$ cat src/sv/dcfd_pkg.sv
`timescale 1ns / 1ps
// Shared constants, types and coefficient table of the dual-channel FIR decimator.
package dcfd_pkg;

	localparam int TAP_COUNT   = 33;
	localparam int DECIMATE_BY = 3;
	localparam int COEF_COUNT  = 33;

	localparam int SAMPLE_W = 16;
	localparam int COEF_W   = 16;
	localparam int ACC_W    = 32;
	localparam int DIGIT_W  = 4;
	localparam int DIGITS   = SAMPLE_W / DIGIT_W;
	localparam int FRAC_W   = 15;

	localparam int TAP_W   = $clog2(TAP_COUNT);
	localparam int DIG_CW  = (DIGITS > 1) ? $clog2(DIGITS) : 1;
	localparam int PHASE_W = (DECIMATE_BY > 1) ? $clog2(DECIMATE_BY) : 1;
	localparam int CIDX_W  = $clog2(COEF_COUNT);

	localparam int FRAME_W = 3;
	localparam int SLOT_W  = 2;
	localparam int CFG_W   = 3;
	localparam int CIDXR_W = 2;

	localparam logic [CIDXR_W-1:0] REG_FRAME_WORDS = 2'd0;
	localparam logic [CIDXR_W-1:0] REG_MIC_SEL     = 2'd1;
	localparam logic [CIDXR_W-1:0] REG_REF_SEL     = 2'd2;

	localparam logic [FRAME_W-1:0] FRAME_WORDS_RST = 3'd2;
	localparam logic [SLOT_W-1:0]  MIC_SEL_RST     = 2'd0;
	localparam logic [SLOT_W-1:0]  REF_SEL_RST     = 2'd1;

	localparam logic signed [SAMPLE_W-1:0] SAT_MAX = 16'sd32767;
	localparam logic signed [SAMPLE_W-1:0] SAT_MIN = -16'sd32768;

	localparam logic signed [COEF_W-1:0] COEF_TABLE [COEF_COUNT] = '{
		16'sd45, 16'sd12, -16'sd52, -16'sd126, -16'sd132, 16'sd18, 16'sd301,
		16'sd512, 16'sd352, -16'sd302, -16'sd1150, -16'sd1488, -16'sd584,
		16'sd1782, 16'sd4989, 16'sd7771, 16'sd8872, 16'sd7771, 16'sd4989,
		16'sd1782, -16'sd584, -16'sd1488, -16'sd1150, -16'sd302, 16'sd352,
		16'sd512, 16'sd301, 16'sd18, -16'sd132, -16'sd126, -16'sd52,
		16'sd12, 16'sd45
	};

	// Per-cycle control shared by both channels.
	typedef struct packed {
		logic push;   // shift a new sample into the delay line
		logic clear;  // zero the accumulator ahead of a filter pass
		logic step;   // one digit of the multiply-accumulate
		logic first;  // first digit of a tap
		logic last;   // last digit of a tap: accumulate and rotate
	} dcfd_ctl_t;

	// Taps beyond the table use a zero coefficient.
	function automatic logic signed [COEF_W-1:0] coef_at(input logic [TAP_W-1:0] tap);
		logic [CIDX_W-1:0] idx;
		idx = CIDX_W'(tap);
		if (int'(tap) < COEF_COUNT) begin
			return COEF_TABLE[idx];
		end
		return '0;
	endfunction

endpackage

$ cat src/sv/dual_channel_fir_decimator.sv
`timescale 1ns / 1ps
// Top level of the dual-channel FIR decimator.
// Usage:
//  - Input channel (in_valid/in_ready): one item is one frame of four slot
//    words. The microphone and reference slots, chosen by the configuration
//    registers, are pushed into their own 33-entry delay lines; a slot at or
//    beyond frame_words pushes zero.
//  - Output channel (out_valid/out_ready): on the first frame after reset and
//    on every third frame after that, one item carries both filtered samples.
//  - A frame that gives no result leaves in_ready high; the next frame can
//    follow in the following cycle.
//  - A frame that gives a result starts a filter pass: 33 taps, each one taken
//    as four 4-bit sample digits times the coefficient, on one MAC per channel.
//    in_ready stays low through the digit steps of the pass until the result
//    register is loaded.
//  - The result register holds its item while the receiver stalls; further
//    frames are still taken meanwhile. A pass that finishes while the register
//    is still full waits, with in_ready low, until the item is taken.
//  - Reset clears both delay lines, the decimation phase and the output valid
//    flag, and sets frame_words to 2, the microphone slot to 0 and the
//    reference slot to 1.
//  - Write configuration (cfg_we, cfg_index, cfg_data) only while idle.
module dual_channel_fir_decimator import dcfd_pkg::*; (
	input  logic                       clk,
	input  logic                       arst_n,
	input  logic                       cfg_we,
	input  logic [CIDXR_W-1:0]         cfg_index,
	input  logic [CFG_W-1:0]           cfg_data,
	input  logic                       in_valid,
	output logic                       in_ready,
	input  logic signed [SAMPLE_W-1:0] slot_word_0,
	input  logic signed [SAMPLE_W-1:0] slot_word_1,
	input  logic signed [SAMPLE_W-1:0] slot_word_2,
	input  logic signed [SAMPLE_W-1:0] slot_word_3,
	output logic                       out_valid,
	input  logic                       out_ready,
	output logic signed [SAMPLE_W-1:0] mic_filtered,
	output logic signed [SAMPLE_W-1:0] ref_filtered
);

	localparam logic [1:0] ST_IDLE = 2'd0;
	localparam logic [1:0] ST_CALC = 2'd1;
	localparam logic [1:0] ST_DONE = 2'd2;

	logic [1:0]                 state_q;
	logic [PHASE_W-1:0]         phase_q;
	logic [TAP_W-1:0]           tap_q;
	logic [DIG_CW-1:0]          dig_q;
	logic [FRAME_W-1:0]         frame_words_q;
	logic [SLOT_W-1:0]          mic_sel_q;
	logic [SLOT_W-1:0]          ref_sel_q;
	logic                       out_valid_q;
	logic signed [SAMPLE_W-1:0] mic_out_q;
	logic signed [SAMPLE_W-1:0] ref_out_q;

	dcfd_ctl_t                  ctl;
	logic                       accept;
	logic                       load_out;
	logic signed [SAMPLE_W-1:0] mic_sample;
	logic signed [SAMPLE_W-1:0] ref_sample;
	logic signed [SAMPLE_W-1:0] mic_res;
	logic signed [SAMPLE_W-1:0] ref_res;
	logic signed [COEF_W-1:0]   coef;

	// Pick a slot word; a slot outside the frame reads as zero.
	function automatic logic signed [SAMPLE_W-1:0] pick_slot(
		input logic [SLOT_W-1:0]          slot,
		input logic [FRAME_W-1:0]         words,
		input logic signed [SAMPLE_W-1:0] w0,
		input logic signed [SAMPLE_W-1:0] w1,
		input logic signed [SAMPLE_W-1:0] w2,
		input logic signed [SAMPLE_W-1:0] w3
	);
		logic signed [SAMPLE_W-1:0] w;
		unique case (slot)
			2'd0:    w = w0;
			2'd1:    w = w1;
			2'd2:    w = w2;
			default: w = w3;
		endcase
		if ({1'b0, slot} >= words) begin
			w = '0;
		end
		return w;
	endfunction

	// Configuration: unused index is dropped.
	always_ff @(posedge clk or negedge arst_n) begin
		if (!arst_n) begin
			frame_words_q <= FRAME_WORDS_RST;
			mic_sel_q     <= MIC_SEL_RST;
			ref_sel_q     <= REF_SEL_RST;
		end else if (cfg_we) begin
			unique case (cfg_index)
				REG_FRAME_WORDS: frame_words_q <= cfg_data;
				REG_MIC_SEL:     mic_sel_q     <= cfg_data[SLOT_W-1:0];
				REG_REF_SEL:     ref_sel_q     <= cfg_data[SLOT_W-1:0];
				default:         ;
			endcase
		end
	end

	assign in_ready = (state_q == ST_IDLE);
	assign accept   = in_valid && in_ready;
	assign load_out = (state_q == ST_DONE) && (!out_valid_q || out_ready);

	assign mic_sample = pick_slot(mic_sel_q, frame_words_q,
		slot_word_0, slot_word_1, slot_word_2, slot_word_3);
	assign ref_sample = pick_slot(ref_sel_q, frame_words_q,
		slot_word_0, slot_word_1, slot_word_2, slot_word_3);

	// Control shared by both MACs: a pass walks taps, four digits per tap.
	always_comb begin
		ctl.push  = accept;
		ctl.clear = accept && (phase_q == '0);
		ctl.step  = (state_q == ST_CALC);
		ctl.first = (dig_q == '0);
		ctl.last  = (dig_q == DIG_CW'(DIGITS - 1));
	end

	assign coef = coef_at(tap_q);

	always_ff @(posedge clk or negedge arst_n) begin
		if (!arst_n) begin
			state_q <= ST_IDLE;
			phase_q <= '0;
			tap_q   <= '0;
			dig_q   <= '0;
		end else begin
			unique case (state_q)
				ST_IDLE: begin
					if (accept) begin
						// Advance the phase; a frame at phase zero starts a pass.
						phase_q <= (phase_q == PHASE_W'(DECIMATE_BY - 1)) ?
							'0 : phase_q + 1'b1;
						if (phase_q == '0) begin
							state_q <= ST_CALC;
							tap_q   <= '0;
							dig_q   <= '0;
						end
					end
				end
				ST_CALC: begin
					if (ctl.last) begin
						dig_q <= '0;
						if (tap_q == TAP_W'(TAP_COUNT - 1)) begin
							tap_q   <= '0;
							state_q <= ST_DONE;
						end else begin
							tap_q <= tap_q + 1'b1;
						end
					end else begin
						dig_q <= dig_q + 1'b1;
					end
				end
				ST_DONE: begin
					// Hold the finished sums until the result register is free.
					if (load_out) begin
						state_q <= ST_IDLE;
					end
				end
				default: begin
					state_q <= ST_IDLE;
				end
			endcase
		end
	end

	dcfd_chan u_mic (
		.clk    (clk),
		.arst_n (arst_n),
		.ctl    (ctl),
		.sample (mic_sample),
		.coef   (coef),
		.result (mic_res)
	);

	dcfd_chan u_ref (
		.clk    (clk),
		.arst_n (arst_n),
		.ctl    (ctl),
		.sample (ref_sample),
		.coef   (coef),
		.result (ref_res)
	);

	// Result register: holds its item across a stalled receiver.
	always_ff @(posedge clk or negedge arst_n) begin
		if (!arst_n) begin
			out_valid_q <= 1'b0;
		end else if (load_out) begin
			out_valid_q <= 1'b1;
		end else if (out_ready) begin
			out_valid_q <= 1'b0;
		end
	end

	always_ff @(posedge clk) begin
		if (load_out) begin
			mic_out_q <= mic_res;
			ref_out_q <= ref_res;
		end
	end

	assign out_valid    = out_valid_q;
	assign mic_filtered = mic_out_q;
	assign ref_filtered = ref_out_q;

endmodule

$ cat src/sv/dcfd_chan.sv
`timescale 1ns / 1ps
// One filter channel: shift delay line and digit-serial multiply-accumulate.
module dcfd_chan import dcfd_pkg::*; (
	input  logic                       clk,
	input  logic                       arst_n,
	input  dcfd_ctl_t                  ctl,
	input  logic signed [SAMPLE_W-1:0] sample,
	input  logic signed [COEF_W-1:0]   coef,
	output logic signed [SAMPLE_W-1:0] result
);

	localparam int SH_W = SAMPLE_W - DIGIT_W;

	logic signed [SAMPLE_W-1:0]        line_q [TAP_COUNT];
	logic [SH_W-1:0]                   sh_q;
	logic signed [ACC_W-1:0]           p_q;
	logic signed [ACC_W-1:0]           acc_q;
	logic signed [DIGIT_W:0]           dig_s;
	logic signed [DIGIT_W+COEF_W:0]    prod;
	logic signed [ACC_W-1:0]           prod_x;
	logic signed [ACC_W-1:0]           p_next;
	logic signed [ACC_W-FRAC_W-1:0]    q;

	// Newest sample sits at the head; a filter pass rotates the line once round.
	always_ff @(posedge clk or negedge arst_n) begin
		if (!arst_n) begin
			for (int i = 0; i < TAP_COUNT; i++) begin
				line_q[i] <= '0;
			end
		end else if (ctl.push) begin
			line_q[0] <= sample;
			for (int i = 1; i < TAP_COUNT; i++) begin
				line_q[i] <= line_q[i-1];
			end
		end else if (ctl.step && ctl.last) begin
			for (int i = 0; i < TAP_COUNT - 1; i++) begin
				line_q[i] <= line_q[i+1];
			end
			line_q[TAP_COUNT-1] <= line_q[0];
		end
	end

	// Most significant digit first; only the top digit carries the sign.
	always_comb begin
		if (ctl.first) begin
			dig_s = {line_q[0][SAMPLE_W-1], line_q[0][SAMPLE_W-1 -: DIGIT_W]};
		end else begin
			dig_s = {1'b0, sh_q[SH_W-1 -: DIGIT_W]};
		end
		prod   = dig_s * coef;
		prod_x = {{(ACC_W-DIGIT_W-COEF_W-1){prod[DIGIT_W+COEF_W]}}, prod};
		p_next = (ctl.first ? '0 : (p_q <<< DIGIT_W)) + prod_x;
	end

	always_ff @(posedge clk) begin
		if (ctl.step) begin
			p_q <= p_next;
			if (ctl.first) begin
				sh_q <= line_q[0][SH_W-1:0];
			end else begin
				sh_q <= sh_q << DIGIT_W;
			end
		end
	end

	always_ff @(posedge clk) begin
		if (ctl.clear) begin
			acc_q <= '0;
		end else if (ctl.step && ctl.last) begin
			acc_q <= acc_q + p_next;
		end
	end

	// Floor shift by the fraction width, then saturate.
	always_comb begin
		q = acc_q[ACC_W-1:FRAC_W];
		if (q > (ACC_W-FRAC_W)'(SAT_MAX)) begin
			result = SAT_MAX;
		end else if (q < (ACC_W-FRAC_W)'(SAT_MIN)) begin
			result = SAT_MIN;
		end else begin
			result = q[SAMPLE_W-1:0];
		end
	end

endmodule
$ cat config.mk
export PLATFORM = sky130hd
export DESIGN_NAME = dual_channel_fir_decimator
export DESIGN_NICKNAME = d
export VERILOG_FILES = /design/src/sv/dcfd_pkg.sv /design/src/sv/dual_channel_fir_decimator.sv /design/src/sv/dcfd_chan.sv
export SDC_FILE = /design/constraint.sdc
export NUM_CORES = 2
export LEC_CHECK = 0
export BUFFER_PORTS_ARGS = -buffer_cell sky130_fd_sc_hd__buf_2
export CAP_MARGIN = 20
export CORE_ASPECT_RATIO = 1.5
export CORE_MARGIN = 8
export CORE_UTILIZATION = 40
export DETAILED_ROUTE_END_ITERATION = 12
export PLACE_DENSITY = 0.55
export SLEW_MARGIN = 40
export SYNTH_ARGS = -nofsm -noshare
export SYNTH_HDL_FRONTEND = slang
export SYNTH_SLANG_ARGS = --single-unit
$ cat constraint.sdc
create_clock -name clk -period 14.12 [get_ports clk]
set_clock_uncertainty 0.2 [all_clocks]
set_input_delay 2.118 -clock clk [delete_from_list [all_inputs] [get_ports clk]]
set_output_delay 2.118 -clock clk [all_outputs]
set_load 0.05 [all_outputs]
==> reports/qor.csv <==
metric,value,unit
Vias/cell,5.34,
Layout area overhead,10.4,%
most frequent cells in the layout,"2254 x nand2_1, 1348 x nor2_1, 1073 x dfrtp_1, 1042 x a31oi_1, 232 x inv_1",
via count,54500,
CTS tree,built,
syn_nets,8475,
First DRT Iteration DRCs,4596,
starting density of the core,0.401,
"commonest non-fill, non-tap cell in the layout",nand2_1,
"slowest stage cell, crit path",o21ai_1,
r2r worst-path depth,45,
Hold Crit Depth,2,
register area share after synthesis,0.471,
CTS sink count,1252,
Crit path arrival time,12040,ps
initial antenna violation count,4,
final setup vio count,0,
core area,167000,um2
min-delay src,u_ref.acc_q[11],
hpwl dp,101000,um
die height,518,um
Routed Antenna Nets,0,
fraction of layout cells with a size suffix above 1,0.0630,
FF-to-FF setup slack,2590,ps
Crit path largest cell delay,600,ps
IO buf count,107,
cell count after synthesis,8107,
overall routed net length,157000,um
Synth Area in Compound Gates,0.154,
cell repeated most along the worst path,o21ai_0,
TNS Setup,0,ps
peak fanout along the critical path,13,
Synth async-reset ratio,0.859,
final hold vios,0,
CP required,14630,ps
Worst R2R Start,tap_q[0],
crit start category,flop,
CTS buffer count,133,
number of synthesized flops with an enable pin,112,
"Distinct cells, synth",80,
Synth Area per Inst,8.27,um2
wire length per cell,15.4,um
area occupied by multi-input gates,32600,um2
nets,8237,
Hold WS,257,ps
combinational family with the most area after synthesis,simple AND/OR/NAND/NOR gates,
DRT Pass-1 Iters,6,
register area,31600,um2
RR Endpoint,u_ref.acc_q[31],
adder-cell share of the synthesized area,0.0663,
Post-CTS Resized,0,
relative slew slack,0.437,
CTS Buffer Depth,3,
Yosys warnings,0,
xor and xnor area share after synthesis,0.0151,
grt total ovfl,0,
Max Freq,86.7,MHz
Tcrit/Tclk final,0.817,
Hold WC Path Type,flop to flop,
clock root buffer,clkbuf_16,
Worst Setup End Kind,flop,
I/O pin count,108,
Crit Path Class,flop to flop,
GR Util All Layers,0.171,
hold path endpoint,u_ref.acc_q[11],
area post-placement,69500,um2
Die Wd,350,um
first-pass GRT wire length,267000,um
"flops & latches, synth",1252,
Rows,184,
post-synthesis simple-gate area fraction,0.229,
post-layout min period,11530,ps
CTS H-tree lvls,4,
status,"finished, final reports clean",
Layout fillers,16500,
RSZ-0062 raised after global routing,no,
post-synthesis mux area share,0.0196,
post-cts hold buffer count,0,
Max Slew Vio Count,0,
worst skew pair latency,780,ps
# DRC,0,
max-cap viol count,0,
post-synthesis cell area,67100,um2
slew of the pin with the lowest slew margin,845,ps
pin count of the biggest net entering global routing,233,
Worst-path clk slew,60,ps
Post-CTS Setup Inserts,0,
design area,74100,um2
Post-synth top flop,dfrtp_1,
total die area,181000,um2
Final GP Congestion,0.871,
vias in the first global route,52900,
## layer usage
layer | vias up | global-route usage | share of wire
met1 | 26600 | 0.224 | 0.45
met2 | 822 | 0.294 | 0.49
li1 | 26900 | - | -
met3 | 225 | 0.0250 | 0.035
met4 | 0 | 0.0467 | 0.024
met5 | - | 0 | 0
## worst max path at each step
| stage | from | to | slack (ps) | cells after the start |
|---|---|---|---|---|
| 6_report | tap_q[0] | u_ref.acc_q[31] | 2590 | 45 |
| 5_1_grt | tap_q[1] | u_ref.acc_q[31] | 1440 | 45 |
| 3_3_place_gp | tap_q[0] | u_ref.acc_q[31] | 2500 | 42 |
| 3_5_place_dp | tap_q[0] | u_ref.acc_q[31] | 2520 | 41 |
| 4_1_cts | tap_q[0] | u_ref.acc_q[31] | 2450 | 43 |
| 2_1_floorplan | dig_q[0] | u_ref.acc_q[31] | 3630 | 44 |
## registers in the layout, indices dropped and copies added, names as in the netlist, 2 cells and up
signal         flops
state_q            2
mic_sel_q          2
tap_q              6
mic_filtered      16
u_mic.sh_q        12
u_mic.acc_q       32
dig_q              2
u_mic.line_q     528
u_ref.acc_q       32
u_ref.sh_q        12
u_mic.p_q         28
frame_words_q      3
ref_filtered      16
phase_q            2
ref_sel_q          2
u_ref.line_q     528
u_ref.p_q         28
## cells by family (layout without fill, tap and decap cells)
kind of cell | after synthesis | in the layout
mux | 87 | 87
simple gates | 3908 | 3908
xor+xnor | 116 | 116
buf+inv | 801 | 666
flops | 1252 | 1252
fa+ha+maj | 294 | 294
compound gates | 1649 | 1649
other cells | 0 | 2
## synthesized netlist by cell type (11+ instances only)
master    instances  area, um2
nand2_1        2256       8470
nor2_1         1352       5070
dfrtp_1        1074      26900
a31oi_1        1042       6520
clkbuf_1        545       2050
inv_1           233        875
a21oi_1         193        966
ha_1            192       2400
o21ai_0         152        761
edfxtp_1        112       3360
fa_1            102       2040
xnor2_1          82        718
nor2b_1          68        425
dfxtp_1          64       1280
a21o_1           49        368
and2_1           49        307
nor3_1           35        175
xor2_1           34        298
mux4_2           33        743
nand3_1          33        165
mux2i_1          29        290
a211oi_1         26        195
mux2_2           25        282
o22ai_1          25        156
and3_1           24        150
o211ai_1         24        180
buf_1            19       71.3
nand2b_1         19        119
o21a_1           19        143
nand4_1          16        100
a21boi_0         13       97.6
o21bai_1         12       90.1
or2_2            11       68.8
## metrics by stage
step	instances	util	setup slack, ps
after floorplan	8107	-	3630
after global placement	9947	0.413	2500
after detailed placement	9962	0.416	2520
after CTS	10200	0.442	2450
after global routing	10200	0.443	1440
final	10200	0.443	2590
## layout make-up
cell class | count | share of cell area
repair buffers | 193 | 0.0237
diodes | 2 | 0.0000676
multi-input cells | 6054 | 0.440
well taps | 2232 | 0.0377
clock inverters | 47 | 0.00865
flip-flops and latches | 1252 | 0.426
inverters | 235 | 0.0120
clock buffers | 191 | 0.0516
## critical path, delay by kind of cell (launching register included)
| family | cells | cell delay (ps) |
|---|---|---|
| buffers and inverters | 4 | 430 |
| muxes | 1 | 180 |
| and+or+nand+nor | 9 | 1880 |
| DFF | 1 | 570 |
| adders and majority gates | 7 | 3100 |
| xor gates and xnor gates | 1 | 80 |
| AOI/OAI and AO/OA | 23 | 5010 |
Power is left out: the tool's default activity adds up to more than one toggle a clock period on the data nets, which glitch-free logic cannot reach.
